### src/hdl/gnfs_pkg.sv
// Shared types and constants for the nearest free node snap core.
`default_nettype none
package gnfs_pkg;
	localparam int MaxNodes = 1024;
	localparam int CoordBits = 16;
	localparam int IdxBits = $clog2(MaxNodes);
	localparam int CountBits = 11;
	localparam int DiffBits = CoordBits + 1;
	localparam int SqBits = 2 * DiffBits;
	localparam int DistBits = SqBits + 2;
	localparam int QDepth = 2;

	typedef enum logic [1:0] {
		ACT_LOAD  = 2'd0,
		ACT_SNAP  = 2'd1,
		ACT_CLEAR = 2'd2,
		ACT_NONE  = 2'd3
	} action_t;

	typedef struct packed {
		action_t                      action;
		logic [IdxBits-1:0]           entry;
		logic signed [CoordBits-1:0]  x;
		logic signed [CoordBits-1:0]  y;
		logic signed [CoordBits-1:0]  z;
	} cmd_t;

	typedef enum logic [2:0] {
		ST_IDLE,
		ST_CLEAR,
		ST_SCAN,
		ST_DRAIN,
		ST_MARK,
		ST_OUT
	} state_t;
endpackage
`default_nettype wire

### src/hdl/gnfs_front.sv
// Front end: accepts input transfers, drops unknown actions, queues commands.
`default_nettype none
module gnfs_front (
	input  wire                 clk,
	input  wire                 arst_n,
	input  wire                 in_valid,
	output logic                in_ready,
	input  wire gnfs_pkg::cmd_t in_cmd,
	output logic                q_valid,
	input  wire                 q_ready,
	output gnfs_pkg::cmd_t      q_cmd
);
	import gnfs_pkg::*;

	localparam int PtrBits = $clog2(QDepth);

	cmd_t               mem_q [QDepth];
	logic [PtrBits-1:0] wr_q, rd_q;
	logic [PtrBits:0]   cnt_q;
	logic               push, pop;

	assign in_ready = (cnt_q != (PtrBits+1)'(QDepth));
	assign push     = in_valid && in_ready && (in_cmd.action != ACT_NONE);
	assign q_valid  = (cnt_q != '0);
	assign pop      = q_valid && q_ready;
	assign q_cmd    = mem_q[rd_q];

	always_ff @(posedge clk) begin
		if (push) mem_q[wr_q] <= in_cmd;
	end

	always_ff @(posedge clk or negedge arst_n) begin
		if (!arst_n) begin
			wr_q  <= '0;
			rd_q  <= '0;
			cnt_q <= '0;
		end else begin
			if (push) wr_q <= wr_q + 1'b1;
			if (pop)  rd_q <= rd_q + 1'b1;
			cnt_q <= cnt_q + (PtrBits+1)'(push) - (PtrBits+1)'(pop);
		end
	end
endmodule
`default_nettype wire

### config.mk
export PLATFORM = sky130hd
export DESIGN_NAME = gnfs_front
export DESIGN_NICKNAME = d
export VERILOG_FILES = /design/src/hdl/gnfs_pkg.sv /design/src/hdl/gnfs_front.sv
export SDC_FILE = /design/constraint.sdc
export NUM_CORES = 1
export LEC_CHECK = 0
export BUFFER_PORTS_ARGS = -buffer_cell sky130_fd_sc_hd__buf_2
export CAP_MARGIN = 40
export CORE_MARGIN = 2
export CORE_UTILIZATION = 50
export CTS_CLUSTER_SIZE = 28
export DETAILED_ROUTE_END_ITERATION = 6
export GPL_ROUTABILITY_DRIVEN = 1
export PLACE_DENSITY = 0.86
export SYNTH_ARGS = -nofsm -noshare
export SYNTH_HDL_FRONTEND = slang
export SYNTH_SLANG_ARGS = --single-unit
### constraint.sdc
create_clock -name clk -period 10.95 [get_ports clk]
set_input_delay 0 -clock clk [delete_from_list [all_inputs] [get_ports clk]]
set_output_delay 0 -clock clk [all_outputs]
set_load 0.02 [all_outputs]
* Word-level counts from Yosys, hierarchy flattened
Memory sizes are Yosys's and may differ from the RTL's. Index checks and enable logic that the tools add are counted.
Cells by class: add/subtract/negate cells 4, equal/unequal tests 2, multiplexer cells 2, reduce and logical (&&, ||, !) cells 4
Operators by type and width (count):
- inequality test 2 bit, second input constant | 2
- logical AND 1 bit | 3
- adder 1 bit, second input constant | 2
- adder 2 x 1 -> 2 bit | 1
- 2-to-1 mux 1 bit | 2
- nonzero test 2 bit | 1
- subtractor 2 x 1 -> 2 bit | 1
Storage, ports and cells: flip-flop bits (word level) 4, RAM bits 120, bits of input ports 64, output and inout bits 62, logic and storage cells 16, memories 1
Memory list:
- mem_q | words 2, width 60, read ports 1, clocked after Yosys merged registers in 0, write ports 1, line gnfs_front.sv:17 | cmd_t mem_q [QDepth];

* Logic depth before layout (Yosys ltp)
Gate-level depths: netlist of run 1.
depth in word-level cells 5, depth in mapped cells 6, gate-level depth less buffers 6

* Least setup slack after synthesis of run 1
OpenSTA, ideal clock, no wires.
path type register to register, start point register cnt_q[0], end point memory mem_q[0][0] (netlist bit), enable pin, library setup time 478 ps, arrival time 3332 ps, required time 10472 ps, slack 7140 ps, cell stages (with the launch flop) 4, buffers on the path 0, clock period less this slack 3810 ps, cells stage by stage dfrtp_1 > nand2b_1 > nand2_1 > nor2_1
On the way: word-level cells in the longest chain between the ends 5
RTL lines:
- from (decl) | line gnfs_front.sv:19 | logic [PtrBits:0] cnt_q;
- from (signal assigned) | line gnfs_front.sv:40 | cnt_q <= cnt_q + (PtrBits+1)'(push) - (PtrBits+1)'(pop);
- inequality test 2 bit | line gnfs_front.sv:22 | assign in_ready = (cnt_q != (PtrBits+1)'(QDepth));
- net in_ready | line gnfs_front.sv:7 | output logic in_ready,
- logical AND 1 bit (2 in a row) | line gnfs_front.sv:23 | assign push = in_valid && in_ready && (in_cmd.action != ACT_NONE);
- 2-to-1 mux 1 bit | line gnfs_front.sv:29 | if (push) mem_q[wr_q] <= in_cmd;
- 2-to-1 mux 1 bit (implied by the code) | line gnfs_front.sv:29
- to (decl) | line gnfs_front.sv:17
The timed path passes the listed nets, and every way through them passes these cells.

==> metrics.md, run 1 <==
| Metric | Value |
|---|---|
| Status | completed |
| Chip height | 99.9 um |
| Slew margin rel. | 46.4% |
| Main synth FF type | edfxtp_1 |
| Area leader, netlist | edfxtp_1 |
| Worst endpoint required time | 10,950 ps |
| Syn avg cell area | 21.8 um^2 |
| Part of the Yosys area used for sequential elements | 80.5% |
| Routed Antenna Nets | 0 |
| CP max-delay cell | dfrtp_2 |
| Syn nets | 276 |
| Number of CTS-inserted buffers | 17 |
| Slew @ Worst Pin | around 800 ps |
| Area growth syn-to-layout | 41.6% |
| Clock Sinks | approximately 120 |
| Top-count cell post-synth | edfxtp_1 |
| Syn Std Cell Area | 0.00460 mm^2 |
| Worst setup path category | reg -> out |
| RSZ-0062 raised after global routing | false |
| Post-synth top area share | 78.3% |
| Die width | 99.9 um |
| Synth top area cells | edfxtp_1, mux2_2, mux2_1 |
| CTS Buffer Depth | 2 |
| Gpl congestion | 0.687 |
| Max Fclk | 0.441 GHz |
| Storage element area | 0.00370 mm^2 |
| Asr flop ratio synth | 3.23% |
| Num rows | 35 |
| Wirelength per Cell | ~16 um |
| Placeable Area | 0.00906 mm^2 |
| Startpoint Class | register |
| Vias in the first global route | 2,855 |
| Commonest cells in the netlist | edfxtp_1, mux2_2, mux2_1 |
| Ant diodes | 0 |
| Capturing element type of the critical path | primary output |
| Leak | about 2.5 nW |
| Final Hold Viols | 0 |
| Post-synth cell types | 22 |
| Peak supply drop | 0.157 mV |
| Clock transition at path regs | 60 ps |
| Final Util | 71.9% |
| Setup Buffers After CTS | 0 |
| Delay of the slowest critical-path stage | 580 ps |
| HP Class | in -> reg |
| Post-CTS Resized | 0 |
| Worst skew pair latency | 490 ps |
| CTS tree | built |
| Initial DRC Count | 103 |
| Number of synthesized flops with an enable pin | 120 |
| Worst-path maximum fanout | 46 |
| Max_cap viols | 0 |
| Setup TNS | 0 ps |
| Drt first pass iters | 4 |
| Layout cells sized above 1 | 49.3% |
| Clock Skew | roughly 7.3 ps |
| #FFs+latches synth | 124 |
| Initial Utilization | about half |
| Vias per std cell | 4.92 |
| Worst EP arrival | 2270 ps |
| Total Nets Final | 480 |
| Final Max Tran Viols | 0 |
| # fillers | between 500 and 600 |
| Initial antenna violation count | 0 |
| Period utilization | roughly 21% |
| Sequence of cells on the critical path | buf_4 > mux2_2 > buf_2 |
| Residual DRC count | 0 |
| Cell Pwr Density | 252 mW/mm^2 |
| IO Pins | 126 |
| Cells after Synth | 211 |
| Min cycle time layout | ~2300 ps |
| Vias | between 2,000 and 3,000 |
| Final hold slack | 224 ps |
| Total Die Area | 0.00999 mm^2 |
| Post-DP HPWL | 4880 um |
| Largest net degree at the start of global routing | 61 |
| IO buf count | 125 |
| First-pass GRT wire length | around 13,000 um |
| Root Buffer Master | clkbuf_8 |
| Final setup viols | 0 |
| Overall routing resource usage | a little under a fifth |
| Grt total ovfl | 0 |
| Multi-input logic area | 835 um^2 |
| WL final | 8710 um |
| Synth warn | 0 |
| H-tree lvl count | 4 |
==> state kept, by name (all words and copies together) (netlist names) <==
name and cells:
cnt_q 2, wr_q 1, rd_q 1, mem_q 120
==> final timing paths <==
check,start,to,slack [ps],cells past startpoint
worst max register to register,cnt_q[0],mem_q[0][2],9060,4
worst min register to register,wr_q,wr_q,550,1
min in group asynchronous,arst_n,cnt_q[0],410,3
worst min-delay path,in_cmd[13],mem_q[0][13],220,2
max in group asynchronous,arst_n,rd_q,10340,3
worst max-delay path,rd_q,q_cmd[34],8680,3
==> cell type report <==
class	count	area share, %
Clock inverter	13	1.94
Clock buffer	19	6.47
Timing Repair Buffer	192	19.8
Tap cell	111	2.13
Multi-Input combinational cell	80	12.8
Sequential cell	124	56.9
==> where the power goes <==
group	internal, mW	switching [mW]	total (mW)
logic	0.194	0.283	0.478
clock network	0.320	0.187	0.507
registers	0.624	0.0359	0.660
total	1.14	0.506	1.64
==> worst max-delay path: cells and delay by family (launching register included) <==
kind,cells,cell delay (ps)
buffers and inverters,2,730
DFF,1,580
muxes,1,420
==> cells in the final DEF, fill, tap and decap left out, drive strengths merged <==
master,count
nand3,1
dlygate4sd3,64
o21ai,1
clkbuf,19
clkinv,9
xnor2,2
xor2,1
nand2,3
nor3,1
or2,1
clkinvlp,2
nor2b,1
and3,1
edfxtp,120
nand2b,1
nor2,2
a211oi,1
a21oi,2
bufinv,2
dfrtp,4
buf,128
mux2,60
a21boi,1
ha,1
==> timing repair <==
item                                    4_1_cts  5_1_grt
endpoints found under the setup margin        0        0
hold buffers                                 64        0
hold endpoints to repair                    127        0
==> per-stage QoR <==
step	std cells	setup slack [ps]	total power, mW	area, um^2
2_1_floorplan	211	7140	1.00	4600
3_3_place_gp	443	9120	1.12	5330
3_5_place_dp	443	9090	1.13	5330
4_1_cts	539	8630	1.66	6520
5_1_grt	539	8550	1.72	6520
6_report	539	8680	1.65	6520
==> cell families after synthesis <==
group	after synthesis	synth area share, %
buffers and inverters	7	1.58
multiplexers	60	14.7
AO/OA/AOI/OAI	5	0.979
XOR/XNOR	3	0.571
flip-flops	124	80.5
AND/OR/NAND/NOR	11	1.44
adder cells (fa/ha/maj)	1	0.272
==> layer usage <==
layer	GRT usage (%)	wire length, um	part of all wire [%]
met5	0	0	0
met4	7.80	182	2.1
met3	6.69	447	5.1
met2	31.9	4680	54
met1	19.5	3400	39
No activity file was read; power rests on OpenSTA's default activity.
==> run 2: changes to the inputs <==
==> constraint.sdc (replaced) <==
create_clock -name clk -period 2.3 [get_ports clk]
set_input_delay 0 -clock clk [delete_from_list [all_inputs] [get_ports clk]]
set_output_delay 0 -clock clk [all_outputs]
set_load 0.02 [all_outputs]
==> run 2 against run 1 <==
Effect of this change: power rose to 4.8 times the previous value; register-to-register slack got worse by 8400 ps; sequential share of layout area fell by 0.39 points; setup slack got worse by 8300 ps; cell count rose by 0.37%; critical path depth did not move; clock-buffer cell count did not move; routed wire length fell by 1.9%; first-iteration DRC count fell by 16%; core utilization rose by 0.50 points; global-route usage fell by 0.30 points.
==> metrics.md, run 2 (synthesis gave the netlist of run 1 again) <==
| Metric | Value |
|---|---|
| Vias in the first global route | 2,854 |
| CTS tree | built |
| Max Fclk | 0.533 GHz |
| RSZ-0062 raised after global routing | false |
| Layout cells sized above 1 | 49.8% |
| Capturing element type of the critical path | primary output |
| Largest net degree at the start of global routing | 41 |
| Final Hold Viols | 0 |
| Met3 routed WL | around 430 um |
| Post-CTS Resized | 0 |
| Leak | 2.52 nW |
| IO Pins | 126 |
| Root Buffer Master | clkbuf_8 |
| Initial DRC Count | just under 90 |
| Initial antenna violation count | 0 |
| Number of CTS-inserted buffers | 17 |
| Max reg flops | 120 |
| Most frequent cells in the layout | buf_2, edfxtp_1, dlygate4sd3_1, mux2_2, clkbuf_16 |
| Biggest register | mem_q |
| Gpl congestion | 0.691 |
| Grt total ovfl | 0 |
| First-pass GRT wire length | 13,200 um |
| Overall routing resource usage | 17.8% |
| Num rows | 35 |
| Placeable Area | 0.00906 mm^2 |
| Chip height | 99.9 um |
| Top flop regs | mem_q x120, cnt_q x2 |
| Final Max Tran Viols | 0 |
| Total Die Area | 0.00999 mm^2 |
| Residual DRC count | 0 |
| Cell Pwr Density | 1210 mW/mm^2 |
| R2R depth | 3 |
| Startpoint Class | register |
| Net load switching power | 2.41 mW |
| Worst setup path category | reg -> out |
| Slew @ Worst Pin | roughly 530 ps |
| Wirelength per Cell | 15.8 um |
| Initial Utilization | 50.8% |
| Pint | 5.55 mW |
| Slew margin rel. | 65.0% |
| Routed wire length on met2 | between 4000 and 5000 um |
| Combinational share of power | between 20 and 30% |
| Routed Antenna Nets | 0 |
| Net Sw Frac | 30.3% |
| Ant diodes | 0 |
| Hold endpoint | mem_q[0][8] |
| Post-DP HPWL | 5000 um |
| Peak supply drop | 0.680 mV |
| Area growth syn-to-layout | 42.6% |
| Period utilization | 81.6% |
| Vias per std cell | a little under 5 |
| Clock share of power | 31.6% |
| Post-Route M1 WL | ~3400 um |
| Clock transition at path regs | roughly 50 ps |
| Max_cap viols | 0 |
| Setup Buffers After CTS | 0 |
| Setup TNS | 0 ps |
| R2R Setup Slk | about 630 ps |
| Drt first pass iters | 4 |
| Worst EP arrival | 1880 ps |
| Startpoint of the worst hold path | in_cmd[8] |
| Commonest non-fill, non-tap cell in the layout | buf_2 |
| R2r endpoint | mem_q[1][25] |
| Min cycle time layout | about 1900 ps |
| Total Nets Final | 483 |
| Worst skew pair latency | 490 ps |
| Worst-path maximum fanout | 40 |
| WL final | 8550 um |
| Hold depth | 2 |
| Status | completed |
| CTS Buffer Depth | 2 |
| Final setup viols | 0 |
| Vias | between 2,000 and 3,000 |
| Clock Sinks | 124 |
| Seq pwr share | approximately two fifths |
| Top layer in use | met4 |
| H-tree lvl count | 4 |
| Power Total | 7.96 mW |
| Die width | 99.9 um |
| IO buf count | 125 |
| Worst endpoint required time | 2300 ps |
| HP Class | in -> reg |
| Clock Skew | roughly 8 ps |
| Worst r2r src | cnt_q[0] |
## run 2: changes by cell type in the layout (fill, tap and decap cells not counted), sizes merged
cell and change:
bufinv +1, clkinvlp -1, buf +3, clkinv -1
## run 2: critical path, stage by stage, from the launching register on
cell and delay, ps:
dfrtp_2 350, buf_4 440, mux2_2 410, buf_2 160
## run 2: stage by stage
stage                     hold slack (ps)  setup WS (ps)  instance area (um^2)  util [%]  instances
final                                 229            423                  6560      72.4        541
after global routing                  196            307                  6560      72.4        541
after CTS                             201            387                  6560      72.4        541
after detailed placement             -187            659                  5350      59.0        446
after global placement               -191            766                  5350      59.0        446
after floorplan                      -296            138                  4610         -        211
## run 2: layout make-up
type | count | area [um^2]
tap | 111 | 139
fill | 543 | 2500
sequential | 124 | 3700
timing repair buffer | 195 | 1310
multi-input combinational | 80 | 835
clock inverter | 12 | 149
clock buffer | 19 | 422
## run 2: routing by layer
| metal | track usage [%] | up-vias |
|---|---|---|
| met5 | 0 | - |
| met3 | 5.99 | 14 |
| met1 | 19.7 | 1262 |
| met2 | 31.5 | 91 |
| met4 | 7.06 | 0 |
| li1 | - | 1250 |
## run 2: power by group through the flow
stage	logic, mW	registers (mW)	clock network [mW]
floorplan	1.67	3.10	0
global placement	2.23	3.10	0
detailed placement	2.27	3.14	0
CTS	2.36	3.09	2.57
global route	2.51	3.13	2.68
finish	2.35	3.09	2.52
## run 2: worst max-delay path by stage
stage,from,slack (ps),endpoint
floorplan,cnt_q[0],140,mem_q[0][0]
global placement,cnt_q[0],770,mem_q[0][33]
detailed placement,cnt_q[0],660,mem_q[1][25]
CTS,rd_q,390,q_cmd[19]
global route,rd_q,310,q_cmd[32]
finish,rd_q,420,q_cmd[2]
## run 2: repair_timing
action | CTS | global route
setup endpoints to repair | 0 | 0
hold buffers | 64 | 0
hold endpoints to repair | 127 | 0
